==> src/hw/rtl/brf_pkg.sv <==
// ----------------------------------------------------------------------------
// brf_pkg: shared types and constants of the byte ring FIFO
// Request codes, beat structs and the status passed from control to top.
// ----------------------------------------------------------------------------
package brf_pkg;

    // default ring depth in bytes
    localparam int DEPTH_DEFAULT = 256;

    // width of the byte count field on the result beat
    localparam int COUNT_W = 9;

    // terminator that raises a parse request
    localparam logic [7:0] TERMINATOR = 8'h3B;

    // request codes
    localparam logic [1:0] REQ_WRITE = 2'd0;
    localparam logic [1:0] REQ_READ  = 2'd1;
    localparam logic [1:0] REQ_PEEK  = 2'd2;

    // request beat
    typedef struct packed {
        logic [1:0] req_type;
        logic [7:0] data_byte;
        logic [7:0] peek_offset;
    } req_beat_t;

    // result beat
    typedef struct packed {
        logic [7:0]         read_data;
        logic               error_flag;
        logic [COUNT_W-1:0] byte_count;
        logic               parse_request;
    } rsp_beat_t;

    // result status decided at accept time, completed after the memory read
    typedef struct packed {
        logic               use_mem;
        logic               error_flag;
        logic [COUNT_W-1:0] byte_count;
        logic               parse_request;
    } res_info_t;

endpackage

==> src/hw/rtl/brf_ram.sv <==
// ----------------------------------------------------------------------------
// brf_ram: generic single-port RAM
// One write or one read per cycle, read data registered.
// ----------------------------------------------------------------------------
module brf_ram #(
    parameter int WIDTH = 8,
    parameter int DEPTH = brf_pkg::DEPTH_DEFAULT
) (
    input  logic                     clk,
    input  logic                     we,
    input  logic                     re,
    input  logic [$clog2(DEPTH)-1:0] addr,
    input  logic [WIDTH-1:0]         wdata,
    output logic [WIDTH-1:0]         rdata
);

    logic [WIDTH-1:0] mem [DEPTH];
    logic [WIDTH-1:0] rdata_reg;

    // storage and registered read
    always_ff @(posedge clk)
    begin
        if (we)
        begin
            mem[addr] <= wdata;
        end
        if (re)
        begin
            rdata_reg <= mem[addr];
        end
    end

    assign rdata = rdata_reg;

endmodule

==> src/hw/rtl/brf_ctrl.sv <==
// ----------------------------------------------------------------------------
// brf_ctrl: ring pointers and fill state
// Decides each request, drives the RAM port and the result status.
// ----------------------------------------------------------------------------
module brf_ctrl #(
    parameter int DEPTH = brf_pkg::DEPTH_DEFAULT
) (
    input  logic                     clk,
    input  logic                     rst_n,
    input  logic                     take,
    input  brf_pkg::req_beat_t       req,
    output logic                     mem_we,
    output logic                     mem_re,
    output logic [$clog2(DEPTH)-1:0] mem_addr,
    output logic [7:0]               mem_wdata,
    output brf_pkg::res_info_t       info
);

    localparam int PTR_W = $clog2(DEPTH);
    localparam int CNT_W = $clog2(DEPTH + 1);
    localparam int SUM_W = ((PTR_W > 8) ? PTR_W : 8) + 1;
    localparam int OFS_W = (CNT_W > 8) ? CNT_W : 8;
    localparam logic [PTR_W-1:0] PTR_LAST = PTR_W'(DEPTH - 1);

    typedef enum logic [1:0] {
        FILL_EMPTY,
        FILL_DATA,
        FILL_FULL
    } fill_t;

    fill_t            fill_reg, fill_next;
    logic [PTR_W-1:0] wp_reg, wp_next;
    logic [PTR_W-1:0] rp_reg, rp_next;

    logic [CNT_W-1:0] cur_cnt;
    logic [CNT_W-1:0] cnt_after;
    logic [PTR_W-1:0] wp_inc;
    logic [PTR_W-1:0] rp_inc;
    logic [SUM_W-1:0] peek_sum;
    logic [PTR_W-1:0] peek_addr;
    logic             is_write;
    logic             is_read;
    logic             is_peek;
    logic             wr_ok;
    logic             rd_ok;
    logic             pk_ok;

    // current count and pointer increments
    always_comb
    begin
        if (fill_reg == FILL_FULL)
        begin
            cur_cnt = CNT_W'(DEPTH);
        end
        else if (wp_reg >= rp_reg)
        begin
            cur_cnt = CNT_W'(wp_reg - rp_reg);
        end
        else
        begin
            cur_cnt = CNT_W'(DEPTH) - CNT_W'(rp_reg) + CNT_W'(wp_reg);
        end
        wp_inc = (wp_reg == PTR_LAST) ? '0 : wp_reg + 1'b1;
        rp_inc = (rp_reg == PTR_LAST) ? '0 : rp_reg + 1'b1;
    end

    // peek address wraps once at most, offset stays below the count
    always_comb
    begin
        peek_sum = SUM_W'(rp_reg) + SUM_W'(req.peek_offset);
        if (peek_sum >= SUM_W'(DEPTH))
        begin
            peek_sum = peek_sum - SUM_W'(DEPTH);
        end
        peek_addr = peek_sum[PTR_W-1:0];
    end

    // request decode
    always_comb
    begin
        is_write = (req.req_type == brf_pkg::REQ_WRITE);
        is_read  = (req.req_type == brf_pkg::REQ_READ);
        is_peek  = (req.req_type == brf_pkg::REQ_PEEK);
        wr_ok    = is_write && (fill_reg != FILL_FULL);
        rd_ok    = is_read && (fill_reg != FILL_EMPTY);
        pk_ok    = is_peek && (OFS_W'(req.peek_offset) < OFS_W'(cur_cnt));
    end

    // pointer and fill updates
    always_comb
    begin
        wp_next   = wp_reg;
        rp_next   = rp_reg;
        fill_next = fill_reg;
        cnt_after = cur_cnt;
        if (take && wr_ok)
        begin
            wp_next   = wp_inc;
            cnt_after = cur_cnt + 1'b1;
            if (fill_reg == FILL_EMPTY)
            begin
                fill_next = FILL_DATA;
            end
            else if (wp_inc == rp_reg)
            begin
                fill_next = FILL_FULL;
            end
        end
        else if (take && rd_ok)
        begin
            rp_next   = rp_inc;
            cnt_after = cur_cnt - 1'b1;
            if (fill_reg == FILL_FULL)
            begin
                fill_next = FILL_DATA;
            end
            else if (rp_inc == wp_reg)
            begin
                fill_next = FILL_EMPTY;
            end
        end
    end

    // RAM port
    always_comb
    begin
        mem_we    = take && wr_ok;
        mem_re    = take && (rd_ok || pk_ok);
        mem_wdata = req.data_byte;
        case (req.req_type)
            brf_pkg::REQ_READ: mem_addr = rp_reg;
            brf_pkg::REQ_PEEK: mem_addr = peek_addr;
            default:           mem_addr = wp_reg;
        endcase
    end

    // result status
    always_comb
    begin
        info.use_mem       = rd_ok || pk_ok;
        info.error_flag    = (is_write && !wr_ok) || (is_read && !rd_ok)
                             || (is_peek && !pk_ok);
        info.byte_count    = brf_pkg::COUNT_W'(cnt_after);
        info.parse_request = is_write && (req.data_byte == brf_pkg::TERMINATOR);
    end

    // state registers
    always_ff @(posedge clk or negedge rst_n)
    begin
        if (!rst_n)
        begin
            fill_reg <= FILL_EMPTY;
            wp_reg   <= '0;
            rp_reg   <= '0;
        end
        else
        begin
            fill_reg <= fill_next;
            wp_reg   <= wp_next;
            rp_reg   <= rp_next;
        end
    end

`ifndef SYNTHESIS
    // pointers meet only when the ring is empty or full
    a_meet: assert property (@(posedge clk) disable iff (!rst_n)
        (fill_reg == FILL_DATA) |-> (wp_reg != rp_reg))
        else $error("brf_ctrl: pointers equal while holding data");

    a_full: assert property (@(posedge clk) disable iff (!rst_n)
        (fill_reg == FILL_FULL || fill_reg == FILL_EMPTY) |-> (wp_reg == rp_reg))
        else $error("brf_ctrl: pointers apart while empty or full");

    // a write into a full ring must leave memory untouched
    a_nowr: assert property (@(posedge clk) disable iff (!rst_n)
        (fill_reg == FILL_FULL) |-> !mem_we)
        else $error("brf_ctrl: write issued while full");
`endif

endmodule

==> src/hw/rtl/byte_ring_fifo_with_terminator_unit.sv <==
// ----------------------------------------------------------------------------
// byte_ring_fifo_with_terminator_unit: byte receive ring buffer
// Write, read and peek requests on a ring of DEPTH bytes with a parse flag.
// ----------------------------------------------------------------------------
// Usage
//   Request channel req_valid / req_stall / req carries one request per beat:
//   write a byte, read (pop) the oldest byte, or peek at an offset from it.
//   Result channel rsp_valid / rsp_stall / rsp gives exactly one beat per
//   request: the byte read or peeked (zero otherwise), an error flag, the
//   byte count after the request and a parse flag for a ';' on a write request.
//   The result beat passes the synchronous RAM read, which registers the
//   byte while info_reg holds the status, and then the result register.
//   No new request is taken while a result is pending: req_stall is
//   high in the cycle after every accepted request while its result is
//   pending. A result that is not stalled drains in the same cycle as the
//   next request is taken; a stalled result holds req_stall high.
//   Reset clears the pointers and the fill state, so the ring starts empty;
//   memory contents are not cleared and no clearing pass is needed.
//   While rsp_stall is high the result beat holds and requests stall until
//   it is accepted.
// ----------------------------------------------------------------------------
module byte_ring_fifo_with_terminator_unit #(
    parameter int DEPTH = brf_pkg::DEPTH_DEFAULT
) (
    input  logic               clk,
    input  logic               rst_n,
    input  logic               req_valid,
    output logic               req_stall,
    input  brf_pkg::req_beat_t req,
    output logic               rsp_valid,
    input  logic               rsp_stall,
    output brf_pkg::rsp_beat_t rsp
);

    localparam int PTR_W = $clog2(DEPTH);

    logic               take;
    logic               mem_we;
    logic               mem_re;
    logic [PTR_W-1:0]   mem_addr;
    logic [7:0]         mem_wdata;
    logic [7:0]         mem_rdata;
    brf_pkg::res_info_t info;

    logic               pend_reg;
    brf_pkg::res_info_t info_reg;
    logic               rsp_valid_reg, rsp_valid_next;
    brf_pkg::rsp_beat_t rsp_reg, rsp_next;

    // request handshake
    assign req_stall = pend_reg || (rsp_valid_reg && rsp_stall);
    assign take      = req_valid && !req_stall;

    brf_ctrl #(
        .DEPTH(DEPTH)
    ) u_ctrl (
        .clk      (clk),
        .rst_n    (rst_n),
        .take     (take),
        .req      (req),
        .mem_we   (mem_we),
        .mem_re   (mem_re),
        .mem_addr (mem_addr),
        .mem_wdata(mem_wdata),
        .info     (info)
    );

    brf_ram #(
        .WIDTH(8),
        .DEPTH(DEPTH)
    ) u_ram (
        .clk  (clk),
        .we   (mem_we),
        .re   (mem_re),
        .addr (mem_addr),
        .wdata(mem_wdata),
        .rdata(mem_rdata)
    );

    // result beat assembly
    always_comb
    begin
        rsp_next.read_data     = info_reg.use_mem ? mem_rdata : 8'd0;
        rsp_next.error_flag    = info_reg.error_flag;
        rsp_next.byte_count    = info_reg.byte_count;
        rsp_next.parse_request = info_reg.parse_request;
        if (pend_reg)
        begin
            rsp_valid_next = 1'b1;
        end
        else if (!rsp_stall)
        begin
            rsp_valid_next = 1'b0;
        end
        else
        begin
            rsp_valid_next = rsp_valid_reg;
        end
    end

    // control registers
    always_ff @(posedge clk or negedge rst_n)
    begin
        if (!rst_n)
        begin
            pend_reg      <= 1'b0;
            rsp_valid_reg <= 1'b0;
        end
        else
        begin
            pend_reg      <= take;
            rsp_valid_reg <= rsp_valid_next;
        end
    end

    // payload registers
    always_ff @(posedge clk)
    begin
        if (take)
        begin
            info_reg <= info;
        end
        if (pend_reg)
        begin
            rsp_reg <= rsp_next;
        end
    end

    assign rsp_valid = rsp_valid_reg;
    assign rsp       = rsp_reg;

`ifndef SYNTHESIS
    // a pending request always lands in the result register next cycle
    a_land: assert property (@(posedge clk) disable iff (!rst_n)
        pend_reg |=> rsp_valid_reg)
        else $error("brf top: pending result lost");

    // a pending result never finds a stalled, occupied result register
    a_room: assert property (@(posedge clk) disable iff (!rst_n)
        pend_reg |-> !(rsp_valid_reg && rsp_stall))
        else $error("brf top: result register overrun");

    // a stalled result beat holds
    a_hold: assert property (@(posedge clk) disable iff (!rst_n)
        (rsp_valid_reg && rsp_stall) |=> (rsp_valid_reg && $stable(rsp_reg)))
        else $error("brf top: stalled result changed");
`endif

endmodule

==> config.mk <==
export PLATFORM = sky130hd
export DESIGN_NAME = byte_ring_fifo_with_terminator_unit
export DESIGN_NICKNAME = d
export VERILOG_FILES = /design/src/hw/rtl/brf_pkg.sv /design/src/hw/rtl/brf_ram.sv /design/src/hw/rtl/brf_ctrl.sv /design/src/hw/rtl/byte_ring_fifo_with_terminator_unit.sv
export SDC_FILE = /design/constraint.sdc
export NUM_CORES = 2
export LEC_CHECK = 0
export BUFFER_PORTS_ARGS = -buffer_cell sky130_fd_sc_hd__buf_2
export CORE_ASPECT_RATIO = 0.75
export CORE_MARGIN = 5
export CORE_UTILIZATION = 50
export CTS_CLUSTER_DIAMETER = 120
export DETAILED_ROUTE_END_ITERATION = 10
export PLACE_DENSITY = 0.71
export RECOVER_POWER = 50
export SLEW_MARGIN = 20
export SYNTH_ARGS = -nofsm -noshare
export SYNTH_HDL_FRONTEND = slang
export SYNTH_HIERARCHICAL = 1
export SYNTH_SLANG_ARGS = --single-unit
==> constraint.sdc <==
create_clock -name clk -period 5.76 [get_ports clk]
set_input_delay 0.288 -clock clk [delete_from_list [all_inputs] [get_ports clk]]
set_output_delay 0.288 -clock clk [all_outputs]
set_load 0.01 [all_outputs]
==> flow_metrics.py <==
metrics = {
    "outcome": {
        "run_status": "finished, violations left",
        "violations": "max-capacitance violations, max-slew violations",
    },
    "power": {
        "totalPowerFinal_mw": 35.8,
        "share_seq_of_total_power": 0.477,
        "power.combinational.fraction": 0.177,
        "share_clk_of_total_power": 0.346,
        "ir_drop_mv": 0.324,
        "internal-power_mw": 26.4,
        "cellLeakagePower_nw": 28.2,
        "total_switching_power_mw": 9.40,
        "switching_share": 0.263,
        "power_density_nw_per_um2": 388,
    },
    "setup_path": {
        "critPathSlowestCell": "sky130_fd_sc_hd__a21oi_4",
        "crit_path_max_incr_delay_ns": 0.90,
        "critPathRequiredTime_ns": 6.27,
        "worstPathArrival_ns": 5.97,
        "critPathKind": "register to register",
        "crit_path_end_kind": "register",
        "crit_path_max_fanout": 33,
        "cp_top_family": "compound AO/OA/AOI/OAI gates",
        "critical_path.cell_chain": "ha_1 > fa_1 > a22oi_1 > a21oi_4 > buf_4 > buf_4 > mux4_2 > a22oi_1 > a21oi_1 > o41ai_1 > nand4_1",
        "critical_path.startpoint_type": "register",
        "timing.critical_path.buf_inv": 2,
    },
    "clocking": {
        "clockRootBuffer": "sky130_fd_sc_hd__clkbuf_16",
        "worstSkewPairLatency_ns": 0.82,
        "cts-buffers-inserted": 180,
        "htree_levels": 4,
        "numClockSinks": 2107,
        "post_cts.resized_instances": 0,
        "cts-hold-fix-buffers": 6,
        "cts.clk_slew.worst_paths_ns": 0.07,
        "postCtsSetupBuffers": 0,
        "clock_tree.buffer_depth": 3,
        "cts_tree": "done",
    },
    "floorplan": {
        "design.die.area_um2": 173000,
        "floorplan.initialDensity": 0.502,
        "core_area_um2": 165000,
        "die_width_um": 479,
        "ios": 43,
        "num_rows": 129,
        "die_height_um": 362,
    },
    "timing": {
        "final.min_clock_period_ns": 5.46,
        "finalHoldViolations": 0,
        "timing.final.max_slew_violations": 1355,
        "setup_viol": 0,
        "final.setup.tns_ns": 0,
        "tightestPinTransition_ns": 5.89,
        "timing.max_slew.rel_slack": -2.93,
        "grt_setup_unrepaired": "false",
        "fin_worst_skew_ns": 0.0497,
        "clock.fmax_mhz": 183,
        "timing.final.crit_share": 0.949,
    },
    "place": {
        "gpl.final_weighted_congestion": 0.862,
        "port-buffer-count": 42,
        "dp_hpwl_um": 120000,
        "number_of_placed_instances_with_taps_included": 6134,
    },
    "drt": {
        "route.vias.total": 42149,
        "drt_drc_violations_left": 0,
        "routedWlPerCell_um": 31.0,
        "drtPass1Iterations": 5,
        "drt_iter0_drc": 5893,
        "antenna_left": 0,
        "final_wirelength_um": 201000,
        "detail_route.vias_per_cell": 6.51,
    },
    "logic_synthesis": {
        "avgSynthCellArea_um2": 20.8,
        "postSynth.asyncResetShare": 0.00949,
        "synthFlopType": "sky130_fd_sc_hd__edfxtp_1",
        "synth_cell_type_count": 73,
        "synth.top_cell.area_share": 0.759,
        "synth.most_common_cell": "sky130_fd_sc_hd__edfxtp_1",
        "synth_seq_cells": 2107,
        "synth-warning-count": 6,
        "most_instantiated_cells_after_synthesis": "sky130_fd_sc_hd__edfxtp_1, sky130_fd_sc_hd__mux4_2, sky130_fd_sc_hd__a22oi_1",
        "synth.yosys.seq_area_share": 0.765,
        "synth_fp_nets": 4030,
        "post_synth_inst_count": 3977,
        "synthTopCellsByArea": "sky130_fd_sc_hd__edfxtp_1, sky130_fd_sc_hd__mux4_2, sky130_fd_sc_hd__a22oi_1",
        "post_synth_instance_area_um2": 82600,
        "synth_top_area_cell": "sky130_fd_sc_hd__edfxtp_1",
        "synth_enable_flop_cells": 2087,
    },
    "global_route": {
        "grt_antenna_before_repair": 2,
        "first_global_vias": 40760,
        "grt_first_pass_wirelength_um": 293000,
        "grt_start_max_net_pins": 210,
        "grt_overflow_total": 0,
        "globalRouteTotalUtil": 0.231,
    },
    "final_layout": {
        "largest_reg_flops": 2048,
        "nNetsFinal": 4214,
        "layout.cells.non_filler": 6477,
        "syn_to_layout_area_delta_pct": 11.7,
        "layout-drive-gt1-share": 0.241,
        "fill_cells": 11910,
    },
    "worst_hold_path": {
        "holdCritPathClass": "primary input to register",
    },
    "job": {
        "max-cap-violations": 13,
    },
}
layer usage:
metal | wire, um | GRT usage
met3 | 26200 | 0.0590
met1 | 81700 | 0.362
met2 | 88700 | 0.329
met5 | 0 | 0
met4 | 4200 | 0.0561
power groups by stage:
| stage | sequential (mW) | clock [mW] | combinational (mW) |
|---|---|---|---|
| after floorplan | 17.3 | 0 | 4.26 |
| after global placement | 17.4 | 0 | 6.21 |
| after detailed placement | 17.4 | 0 | 6.27 |
| after CTS | 17.0 | 12.5 | 6.30 |
| after global routing | 17.1 | 13.2 | 6.69 |
| final | 17.1 | 12.4 | 6.34 |
per-stage QoR:
step | hold WS, ns | instance area [um2] | util | setup WS, ns
after global routing | 0.223 | 92200 | 0.560 | 0.128
after floorplan | -0.00759 | 82600 | - | 1.87
after detailed placement | 0.310 | 86300 | 0.524 | 0.437
final | 0.231 | 92200 | 0.560 | 0.296
after global placement | 0.302 | 86300 | 0.524 | 0.457
after CTS | 0.00999 | 92400 | 0.561 | 0.404
cell families after synthesis:
family / count (synthesis) / share of synthesized area
buf+inv: 288 / 0.0165
fa+ha+maj: 31 / 0.00488
compound gates: 522 / 0.0432
flops: 2107 / 0.765
mux: 517 / 0.140
xor+xnor: 34 / 0.00370
simple gates: 478 / 0.0266
final cells by class:
| type | count | area [um2] | share of cell area |
|---|---|---|---|
| Sequential cell | 2107 | 63200 | 0.685 |
| Clock inverter | 124 | 1360 | 0.0147 |
| Antenna cell | 1 | 2.50 | 0.0000271 |
| Inverter | 27 | 101 | 0.00110 |
| Multi-Input combinational cell | 1582 | 18100 | 0.196 |
| Timing Repair Buffer | 263 | 2140 | 0.0232 |
| Clock buffer | 212 | 4620 | 0.0501 |
| Tap cell | 2161 | 2700 | 0.0293 |
cell usage in the layout (no fill, tap or decap), drive strengths merged, types with 5 or more instances in the layout:
master	instances
a21o	8
a21oi	150
a22oi	264
and2	16
buf	223
bufinv	21
clkbuf	245
clkinv	86
clkinvlp	7
dfrtp	20
dlygate4sd3	5
edfxtp	2087
ha	29
inv	37
mux2i	5
mux4	512
nand2	56
nand2b	16
nand3	27
nand4	14
nand4b	5
nor2	259
nor2b	10
nor3	43
nor3b	7
nor4	5
o21ai	28
o31ai	6
o41ai	32
xnor2	20
xor2	14
final timing paths:
check                      slack, ns  depth (start not counted)             start               end
setup / recovery                0.30                         11  u_ctrl/rp_reg[0]    u_ram/rdata[7]
hold / removal                  0.23                          5           req[17]       info_reg[0]
setup reg to reg                0.30                         11  u_ctrl/rp_reg[0]    u_ram/rdata[7]
hold reg to reg                 0.41                          0       info_reg[0]            rsp[0]
max in group asynchronous       4.01                          4             rst_n          pend_reg
min in group asynchronous       0.93                          4             rst_n  u_ctrl/wp_reg[4]
worst register-to-register path: cells and delay by family (launching register included):
kind            cells  cell delay (ns)
buf+inv             2             0.96
simple gates        1             0.15
flops               1             0.51
compound gates      5             2.45
mux                 1             0.34
fa+ha+maj           2             0.76
(Power assumes the default switching activity.)
